[src/sv/lsee_pkg.sv]
// Shared types, register codes and field widths for the LSB sample embed/extract block.
// No dependencies; imported by every other file of the block.
`default_nettype none

package lsee_pkg;

    localparam int SAMPLE_W   = 16;
    localparam int BYTE_W     = 8;
    localparam int POS_W      = 3;
    localparam int MODE_W     = 2;
    localparam int CFG_ADDR_W = 3;
    localparam int CFG_DATA_W = 32;

    // Register index codes, taken from paddr[2].
    localparam logic REG_BITS_MODE = 1'b0;
    localparam logic REG_DIRECTION = 1'b1;

    typedef enum logic {
        DIR_EMBED   = 1'b0,
        DIR_EXTRACT = 1'b1
    } dir_t;

    typedef struct packed {
        logic [MODE_W-1:0] bits_mode;
        dir_t              direction;
    } cfg_t;

    typedef struct packed {
        logic [SAMPLE_W-1:0] sample_in;
        logic [BYTE_W-1:0]   data_byte;
        logic                data_valid;
        logic                block_start;
    } item_t;

    typedef struct packed {
        logic [SAMPLE_W-1:0] sample_out;
        logic [BYTE_W-1:0]   byte_out;
        logic                byte_ready;
    } res_t;

endpackage

`default_nettype wire

[src/sv/lsee_cfg.sv]
// APB-style configuration registers: bits_mode and direction.
// Depends on lsee_pkg.
`default_nettype none

module lsee_cfg (
    input  wire logic                             aclk,
    input  wire logic                             aresetn,
    input  wire logic                             psel,
    input  wire logic                             penable,
    input  wire logic                             pwrite,
    input  wire logic [lsee_pkg::CFG_ADDR_W-1:0]  paddr,
    input  wire logic [lsee_pkg::CFG_DATA_W-1:0]  pwdata,
    output logic      [lsee_pkg::CFG_DATA_W-1:0]  prdata,
    output logic                                  pready,
    output lsee_pkg::cfg_t                        cfg
);
    import lsee_pkg::*;

    cfg_t cfg_reg;
    cfg_t cfg_next;
    logic wr_en;

    assign pready = 1'b1;
    assign wr_en  = psel && penable && pwrite && pready;

    always_comb begin
        cfg_next = cfg_reg;
        if (wr_en) begin
            unique case (paddr[2])
                REG_BITS_MODE: cfg_next.bits_mode = pwdata[MODE_W-1:0];
                REG_DIRECTION: cfg_next.direction = dir_t'(pwdata[0]);
                default:       cfg_next = cfg_reg;
            endcase
        end
    end

    always_ff @(posedge aclk) begin
        if (!aresetn) begin
            cfg_reg <= '{bits_mode: '0, direction: DIR_EMBED};
        end else begin
            cfg_reg <= cfg_next;
        end
    end

    always_comb begin
        prdata = '0;
        unique case (paddr[2])
            REG_BITS_MODE: prdata[MODE_W-1:0] = cfg_reg.bits_mode;
            REG_DIRECTION: prdata[0]          = cfg_reg.direction;
            default:       prdata             = '0;
        endcase
    end

    assign cfg = cfg_reg;

endmodule

`default_nettype wire

[src/sv/lsee_core.sv]
// Per-sample embed/extract datapath with the group state (shift byte, chunk position).
// Depends on lsee_pkg.
`default_nettype none

module lsee_core (
    input  wire logic            aclk,
    input  wire logic            aresetn,
    input  wire logic            accept,
    input  wire lsee_pkg::item_t item,
    input  wire lsee_pkg::cfg_t  cfg,
    output lsee_pkg::res_t       res
);
    import lsee_pkg::*;

    logic [BYTE_W-1:0] shift_reg;
    logic [BYTE_W-1:0] shift_next;
    logic [POS_W-1:0]  pos_reg;
    logic [POS_W-1:0]  pos_next;

    logic [POS_W-1:0]  pos_cur;
    logic [POS_W-1:0]  last_pos;
    logic [3:0]        nbits;
    logic [BYTE_W-1:0] cmask;
    logic [BYTE_W-1:0] src;
    logic [BYTE_W-1:0] chunk;
    logic              is_last;

    always_comb begin
        nbits    = 4'd1 << cfg.bits_mode;
        cmask    = BYTE_W'((9'd1 << nbits) - 9'd1);
        last_pos = POS_W'((4'd8 >> cfg.bits_mode) - 4'd1);
        pos_cur  = item.block_start ? '0 : pos_reg;
        is_last  = pos_cur >= last_pos;

        // The byte to embed is latched on the first sample of a group.
        src   = (pos_cur == '0) ? item.data_byte : shift_reg;
        chunk = (src >> (4'd8 - nbits)) & cmask;

        res.sample_out = item.sample_in;
        res.byte_out   = '0;
        res.byte_ready = 1'b0;
        shift_next     = shift_reg;
        pos_next       = pos_cur;

        if (item.data_valid) begin
            if (cfg.direction == DIR_EMBED) begin
                shift_next     = src << nbits;
                res.sample_out = {item.sample_in[SAMPLE_W-1:BYTE_W],
                                  (item.sample_in[BYTE_W-1:0] & ~cmask) | chunk};
            end else begin
                shift_next = (shift_reg << nbits) | (item.sample_in[BYTE_W-1:0] & cmask);
                if (is_last) begin
                    res.byte_out   = shift_next;
                    res.byte_ready = 1'b1;
                end
            end
            pos_next = is_last ? '0 : pos_cur + POS_W'(1);
        end
    end

    always_ff @(posedge aclk) begin
        if (!aresetn) begin
            shift_reg <= '0;
            pos_reg   <= '0;
        end else if (accept) begin
            shift_reg <= shift_next;
            pos_reg   <= pos_next;
        end
    end

    // A completed byte always closes its group.
    assert property (@(posedge aclk) disable iff (!aresetn)
        accept && res.byte_ready |=> pos_reg == '0)
        else $error("group position not cleared after a completed byte");

    // A sample without data and without a realign leaves the state alone.
    assert property (@(posedge aclk) disable iff (!aresetn)
        accept && !item.data_valid && !item.block_start
        |=> $stable(pos_reg) && $stable(shift_reg))
        else $error("state moved on a pass-through sample");

    // A realign on a sample without data puts the position back to the start of a group.
    assert property (@(posedge aclk) disable iff (!aresetn)
        accept && item.block_start && !item.data_valid |=> pos_reg == '0)
        else $error("realign without data did not clear the group position");

endmodule

`default_nettype wire

[src/sv/lsb_sample_embed_extract_top.sv]
// Top level of the LSB sample embed/extract block: stream ports, APB registers, result register.
// Depends on lsee_pkg, lsee_cfg and lsee_core.
// A result appears on the master side in the cycle after its beat is accepted.
// One beat per cycle while the sink keeps m_tready high; the single result register refills in the cycle it drains.
// The only loop is the group state (shift byte, position), updated once per accepted beat.
// Reset (aresetn low, synchronous): registers, group state and the result valid flag clear.
`default_nettype none

module lsb_sample_embed_extract_top (
    input  wire logic                                aclk,
    input  wire logic                                aresetn,
    // Input stream.
    input  wire logic                                s_tvalid,
    output logic                                     s_tready,
    input  wire logic [23:0]                         s_tdata,  // [15:0] sample_in, [23:16] data_byte
    input  wire logic [1:0]                          s_tuser,  // [0] data_valid, [1] block_start
    // Result stream.
    output logic                                     m_tvalid,
    input  wire logic                                m_tready,
    output logic      [23:0]                         m_tdata,  // [15:0] sample_out, [23:16] byte_out
    output logic                                     m_tuser,  // [0] byte_ready
    // Configuration port.
    input  wire logic                                psel,
    input  wire logic                                penable,
    input  wire logic                                pwrite,
    input  wire logic [lsee_pkg::CFG_ADDR_W-1:0]     paddr,
    input  wire logic [lsee_pkg::CFG_DATA_W-1:0]     pwdata,
    output logic      [lsee_pkg::CFG_DATA_W-1:0]     prdata,
    output logic                                     pready
);
    import lsee_pkg::*;

    cfg_t  cfg;
    item_t item;
    res_t  res;
    res_t  out_reg;
    logic  out_valid_reg;
    logic  out_valid_next;
    logic  s_accept;

    // Unpack the incoming beat into its fields.
    assign item.sample_in   = s_tdata[SAMPLE_W-1:0];
    assign item.data_byte   = s_tdata[SAMPLE_W+BYTE_W-1:SAMPLE_W];
    assign item.data_valid  = s_tuser[0];
    assign item.block_start = s_tuser[1];

    // The result register may be refilled in the same cycle its beat is taken.
    assign s_tready = !out_valid_reg || m_tready;
    assign s_accept = s_tvalid && s_tready;

    lsee_cfg u_cfg (
        .aclk    (aclk),
        .aresetn (aresetn),
        .psel    (psel),
        .penable (penable),
        .pwrite  (pwrite),
        .paddr   (paddr),
        .pwdata  (pwdata),
        .prdata  (prdata),
        .pready  (pready),
        .cfg     (cfg)
    );

    lsee_core u_core (
        .aclk    (aclk),
        .aresetn (aresetn),
        .accept  (s_accept),
        .item    (item),
        .cfg     (cfg),
        .res     (res)
    );

    always_comb begin
        out_valid_next = out_valid_reg;
        if (s_accept) begin
            out_valid_next = 1'b1;
        end else if (m_tready) begin
            out_valid_next = 1'b0;
        end
    end

    always_ff @(posedge aclk) begin
        if (!aresetn) begin
            out_valid_reg <= 1'b0;
        end else begin
            out_valid_reg <= out_valid_next;
        end
    end

    // Payload register carries no reset.
    always_ff @(posedge aclk) begin
        if (s_accept) begin
            out_reg <= res;
        end
    end

    assign m_tvalid = out_valid_reg;
    assign m_tdata  = {out_reg.byte_out, out_reg.sample_out};
    assign m_tuser  = out_reg.byte_ready;

    // A result held back by the sink must block the input side.
    assert property (@(posedge aclk) disable iff (!aresetn)
        m_tvalid && !m_tready |-> !s_tready)
        else $error("input accepted while the result register is stalled");

    // Every accepted beat produces a result in the next cycle.
    assert property (@(posedge aclk) disable iff (!aresetn)
        s_accept |=> m_tvalid)
        else $error("accepted beat did not reach the result register");

    // A result with no new beat behind it leaves once taken.
    assert property (@(posedge aclk) disable iff (!aresetn)
        m_tvalid && m_tready && !s_accept |=> !m_tvalid)
        else $error("result repeated after it was taken");

endmodule

`default_nettype wire

[config.mk]
export PLATFORM = sky130hd
export DESIGN_NAME = lsb_sample_embed_extract_top
export DESIGN_NICKNAME = d
export VERILOG_FILES = /design/src/sv/lsee_pkg.sv /design/src/sv/lsee_cfg.sv /design/src/sv/lsee_core.sv /design/src/sv/lsb_sample_embed_extract_top.sv
export SDC_FILE = /design/constraint.sdc
export NUM_CORES = 1
export LEC_CHECK = 0
export ABC_AREA = 1
export BUFFER_PORTS_ARGS = -buffer_cell sky130_fd_sc_hd__buf_2
export CAP_MARGIN = 20
export CORE_ASPECT_RATIO = 1.75
export CORE_MARGIN = 5
export CORE_UTILIZATION = 40
export DETAILED_ROUTE_END_ITERATION = 16
export GPL_ROUTABILITY_DRIVEN = 0
export PLACE_DENSITY = 0.67
export SLEW_MARGIN = 20
export SYNTH_ARGS = -nofsm -noshare
export SYNTH_HDL_FRONTEND = slang
export SYNTH_SLANG_ARGS = --single-unit
[constraint.sdc]
create_clock -name aclk -period 2.45 [get_ports aclk]
set_input_delay 0.3675 -clock aclk [delete_from_list [all_inputs] [get_ports aclk]]
set_output_delay 0.3675 -clock aclk [all_outputs]
set_load 0.1 [all_outputs]
==> results of run 1 <==
==> layout make-up <==
type,instances,area [um^2],share of cell area
clock buffers,5,125,0.0394
flip-flops and latches,40,1050,0.331
clock inverters,3,46.3,0.0146
multi-input cells,258,1330,0.420
repair buffers,72,380,0.120
inverters,34,135,0.0426
well taps,82,103,0.0323
==> report_power, final <==
part	switching, mW	internal (mW)	leakage, nW	total [mW]
clock network	0.281	0.484	0.0804	0.765
registers	0.0250	0.760	0.370	0.785
logic	0.607	0.127	1.13	0.733
total	0.912	1.37	1.58	2.28
==> cell usage after synthesis, types with 4 or more instances <==
cell	count
nand2_1	75
nand3_1	36
buf_4	31
inv_1	28
nor2_1	28
edfxtp_1	25
o21ai_0	21
dfxtp_1	15
a21oi_1	14
nand2_4	7
ha_1	6
o21ai_1	6
nand3_2	5
a31oi_1	4
inv_2	4
==> cells by family after synthesis <==
kind of cell / after synthesis / share of synthesized area
simple gates: 168 / 0.309
buf+inv: 75 / 0.165
compound gates: 52 / 0.107
flops: 40 / 0.386
fa+ha+maj: 6 / 0.0276
other cells: 2 / 0.00276
xor+xnor: 1 / 0.00322
==> layer usage <==
metal / up-vias / track usage / share of wire
li1: 1214 / - / -
met1: 1129 / 0.164 / 0.35
met2: 128 / 0.301 / 0.50
met3: 34 / 0.0379 / 0.082
met4: 0 / 0.121 / 0.071
met5: - / 0 / 0
==> metrics by stage <==
step,cell area [um^2],hold slack [ns],util
3_3_place_gp,3000,0.479,0.456
5_1_grt,3180,0.245,0.482
3_5_place_dp,3000,0.479,0.456
2_1_floorplan,2830,0.466,-
4_1_cts,3180,0.256,0.482
6_report,3180,0.257,0.482
==> how the worst max path moves through the flow <==
stage / from / endpoint / slack, ns / depth (start not counted)
after floorplan: u_cfg.cfg[1]$_SDFFE_PN0P_ / prdata[0] / 0.20 / 3
after global placement: s_tuser[1] / m_tdata[23]$_SDFFCE_PN0P_ / 0.32 / 11
after detailed placement: s_tuser[1] / m_tdata[17]$_SDFFCE_PN0P_ / 0.30 / 11
after CTS: u_cfg.cfg[2]$_SDFFE_PN0P_ / m_tdata[17]$_SDFFCE_PN0P_ / 0.29 / 9
after global routing: u_cfg.cfg[2]$_SDFFE_PN0P_ / m_tdata[20]$_SDFFCE_PN0P_ / 0.13 / 10
final: u_cfg.cfg[2]$_SDFFE_PN0P_ / m_tdata[17]$_SDFFCE_PN0P_ / 0.28 / 9
==> reports/results.tsv, run 1 <==
metric	value	unit
max_cap_violations	0	
cts_sinks	40	
cts_resized	0	
clk_latency	0.28	ns
drv_slew	0	
fillCellCount	661	
critical_path_required	2.48	ns
clk_pin_slew	0.06	ns
route.detailed.drc	0	
grt_pass1_wl	11.3	mm
whs_path_depth	1	
die_w	72.4	um
post-synth-top-area-cell	edfxtp_1	
reg2reg_to	m_tdata[17]$_SDFFCE_PN0P_	
setup_tns	0	ns
crit_slowest_cell	dfxtp_1	
place_ws	0.300	ns
fp.dieArea	8620	um^2
syn_inst	344	
firstDrtPassIters	4	
final_cell_count_no_fill	494	
path_cells	nand2_8 -> ha_1 -> o21ai_0 -> nand2_1 -> a21oi_1 -> inv_1 -> nand2_1 -> buf_4 -> nor2_1	
nNetsFinal	485	
yosys_warnings	0	
io_pins	128	
cpPeakStageDelay	0.57	ns
synth_top_cell_area_share	0.276	
worst_pin_slew	0.507	ns
core	6590	um^2
cts_tree	built	
antenna_found_initial	0	
fin_crit_sh	0.884	
place_hpwl	5.68	mm
num_vias	2505	
r2r-start	u_cfg.cfg[2]$_SDFFE_PN0P_	
ctsHoldBuffers	0	
crit_top_cell	nand2_1	
postCtsSetupRepairBufs	0	
cp_num_buf_inv	2	
p_leak	1.58	nW
synth_cell_type_count	39	
drive_above_1_share	0.274	
startpoint_type	register	
arrival	2.20	ns
syn-cell-area	2720	um^2
antenna_cells	0	
min_from	s_tdata[13]	
min_period	2.17	ns
dr.first_iter.drc_count	227	
worstPathMaxFanout	6	
wl	7.13	mm
async_reset_ff_frac	0	
setup_viol	0	
synthFlopType	edfxtp_1	
gr-usage-all-layers	0.169	
largest_reg_flops	24	
ant_nets	0	
worst-setup-path-type	reg2reg	
synth_area_per_cell	7.91	um^2
ir_worst_vdd	0.355	mV
fmax	462	MHz
finalHoldViolCount	0	
root_buffer	clkbuf_16	
end_kind	register	
rsz0062_at_grt	false	
wl_per_cell	14.4	um
grt_pass1_vias	2504	
yosys-top-cells-area	edfxtp_1 28%, dfxtp_1 11%, nand2_1 10%	
setup_ws	0.284	ns
relSlewSlack	0.661	
yosys_register_bits	40	
p_total	2.28	mW
final_common_cell	nand2_1	
rrSetupSlack	0.28	ns
area_growth	16.7	%
finClkSkew	0.00256	ns
min_path_type	in2reg	
cts-buffers-inserted	5	
num_rows	39	
start_util	0.413	
cts_buffer_depth	2	
outcome	finished clean	
power.density	719	nW/um^2
synth-edff-count	25	
via_per_inst	5.07	
hold_end	m_tdata[13]$_DFFE_PP_	
grt_remaining_overflow	0	
grt_max_degree	31	
ff2ff_path_depth	9	
crit_family	flip-flops	
dieHeight	119	um
final_cell_mix	74 x nand2_1, 64 x buf_2, 36 x nand3_1	
place_inst	486	
seq_area_frac_synth	0.386	
h-tree-depth	2	
io_buffers	64	
Power figures use the tool's default switching activity.
==> run 2, diff against run 1 <==
--- a/config.mk
+++ b/config.mk
@@ -7,7 +7,6 @@
 export LEC_CHECK = 0
 export ABC_AREA = 1
 export BUFFER_PORTS_ARGS = -buffer_cell sky130_fd_sc_hd__buf_2
-export CAP_MARGIN = 20
 export CORE_ASPECT_RATIO = 1.75
 export CORE_MARGIN = 5
 export CORE_UTILIZATION = 40
@@ -17,4 +16,5 @@
 export SLEW_MARGIN = 20
 export SYNTH_ARGS = -nofsm -noshare
 export SYNTH_HDL_FRONTEND = slang
+export SYNTH_HIERARCHICAL = 1
 export SYNTH_SLANG_ARGS = --single-unit
==> run 2 against run 1 <==
Net effect: flip-flop and latch count unchanged; total power up 0.33%; core utilization down 1.5 points; first-iteration DRC count down 20%; critical path type unchanged; non-clock buffer count down 2; sequential power about the same; clock skew up 0.0016 ns; count of clock-buffer cells in the layout up 2.
==> reports/results.tsv, run 2 <==
metric	value	unit
cts_sinks	40	
min_path_type	in2reg	
grt_pass1_vias	2557	
wl	7.36	mm
fmax	483	MHz
fillCellCount	726	
setup_ws	0.379	ns
fin_crit_sh	0.845	
h-tree-depth	2	
grt_max_degree	32	
yosys_register_bits	40	
grt_pass1_wl	11.6	mm
firstDrtPassIters	6	
min_period	2.07	ns
cts-buffers-inserted	5	
gr-usage-all-layers	0.174	
synth-edff-count	25	
design_area	3180	um^2
whs_path_depth	1	
drv_slew	0	
route.detailed.drc	0	
start_util	0.407	
antenna_cells	0	
ctsHoldBuffers	0	
rsz0062_at_grt	false	
p_leak	1.57	nW
critical_path_required	2.48	ns
cts_buffer_depth	2	
end_kind	register	
clk_pin_slew	0.06	ns
final_common_cell	nand2_1	
finalHoldViolCount	0	
power.density	720	nW/um^2
root_buffer	clkbuf_16	
place_ws	0.371	ns
fp.dieArea	8750	um^2
die_w	72.9	um
dieHeight	120	um
io_buffers	64	
synth_cell_type_count	32	
area_growth	14.8	%
worst_pin_slew	0.509	ns
max_cap_violations	0	
syn_inst	376	
cts_resized	0	
antenna_found_initial	0	
final_cell_mix	90 x nand2_1, 64 x buf_2, 48 x nand3_1	
setup_tns	0	ns
ant_nets	0	
worst-setup-path-type	reg2reg	
drive_above_1_share	0.234	
relSlewSlack	0.660	
yosysMostFrequentCell	nand2_1	
worstPathMaxFanout	11	
wl_per_cell	14.3	um
num_vias	2638	
cts_tree	built	
async_reset_ff_frac	0	
setup_viol	0	
startpoint_type	register	
finClkSkew	0.00419	ns
syn-cell-area	2770	um^2
yosys_warnings	6	
seq_area_frac_synth	0.379	
grt_remaining_overflow	0	
arrival	2.10	ns
synth_top_cell_area_share	0.271	
postCtsSetupRepairBufs	0	
outcome	finished clean	
nNetsFinal	505	
core	6810	um^2
post-synth-top-area-cell	edfxtp_1	
dr.first_iter.drc_count	181	
yosys-top-cells-area	edfxtp_1 27%, nand2_1 12%, buf_4 11%	
ir_worst_vdd	0.449	mV
largest_reg_flops	24	
num_rows	40	
place_hpwl	5.95	mm
clk_latency	0.29	ns
synth_area_per_cell	7.37	um^2
netlist_top_cells_count	90 x nand2_1, 48 x nand3_1, 41 x buf_4	
io_pins	128	
place_area	3000	um^2
synthFlopType	edfxtp_1	
ff2ff_path_depth	9	
via_per_inst	5.11	
## run 2: changes by cell type after synthesis, sizes merged, moves of 2 or more
cell and change:
nand3 +7, nand2 +10, inv +2, clkbuf +2, a31oi -2, or2 -2
nor3 +3, buf +8, nor2 +10, o21ai -7
## run 2: logic make-up (layout without fill, tap and decap cells)
kind of cell | count (synthesis) | in the layout | share of synthesized area
buffers and inverters | 87 | 114 | 0.181
adder cells (fa/ha/maj) | 6 | 6 | 0.0271
other | 2 | 31 | 0.00271
XOR/XNOR | 2 | 2 | 0.00632
flip-flops | 40 | 40 | 0.379
AND/OR/NAND/NOR | 197 | 197 | 0.318
AO/OA/AOI/OAI | 42 | 42 | 0.0863
## run 2: layout make-up
cell class / count / area, um^2 / area share
inverters: 36 / 135 / 0.0425
well taps: 84 / 105 / 0.0331
clock inverters: 1 / 30.0 / 0.00945
clock buffers: 7 / 154 / 0.0484
multi-input cells: 278 / 1340 / 0.421
flip-flops and latches: 40 / 1050 / 0.331
repair buffers: 70 / 365 / 0.115
## run 2: critical path: stages, from the launching register on
cell and delay, ns:
dfxtp_1 0.64, nand2_4 0.17, ha_1 0.30, inv_1 0.05
nand2_1 0.04, a21o_1 0.14, nand2_1 0.06, nand2_1 0.05
nand2_1 0.26, nor3_1 0.08
## run 2: path summary, 6_finish.rpt
| path | startpoint | endpoint | slack [ns] |
|---|---|---|---|
| setup reg to reg | u_cfg/cfg[2]$_SDFFE_PN0P_ | m_tdata[21]$_DFFE_PP_ | 0.38 |
| setup / recovery | u_cfg/cfg[2]$_SDFFE_PN0P_ | m_tdata[21]$_DFFE_PP_ | 0.38 |
| hold reg to reg | m_tvalid$_SDFFE_PN0P_ | m_tvalid$_SDFFE_PN0P_ | 0.53 |
| hold / removal | s_tdata[15] | m_tdata[15]$_DFFE_PP_ | 0.25 |
## run 2: per-layer routing
metal | GRT usage | up-vias | share of wire
met5 | 0 | - | 0
met4 | 0.164 | 0 | 0.084
met3 | 0.0360 | 46 | 0.082
met2 | 0.308 | 156 | 0.53
met1 | 0.154 | 1173 | 0.30
li1 | - | 1263 | -
## run 2: per-stage QoR
stage	total power, mW	hold slack, ns	std cells	util
detailed placement	1.50	0.518	508	0.440
floorplan	1.43	0.468	405	-
global placement	1.49	0.513	508	0.440
global route	2.39	0.241	516	0.467
CTS	2.31	0.247	516	0.467
finish	2.29	0.253	516	0.467
## run 2: where the power goes
| part | total [mW] | internal [mW] | switching [mW] |
|---|---|---|---|
| Clock | 0.799 | 0.543 | 0.256 |
| Sequential | 0.783 | 0.758 | 0.0251 |
| Combinational | 0.708 | 0.118 | 0.590 |
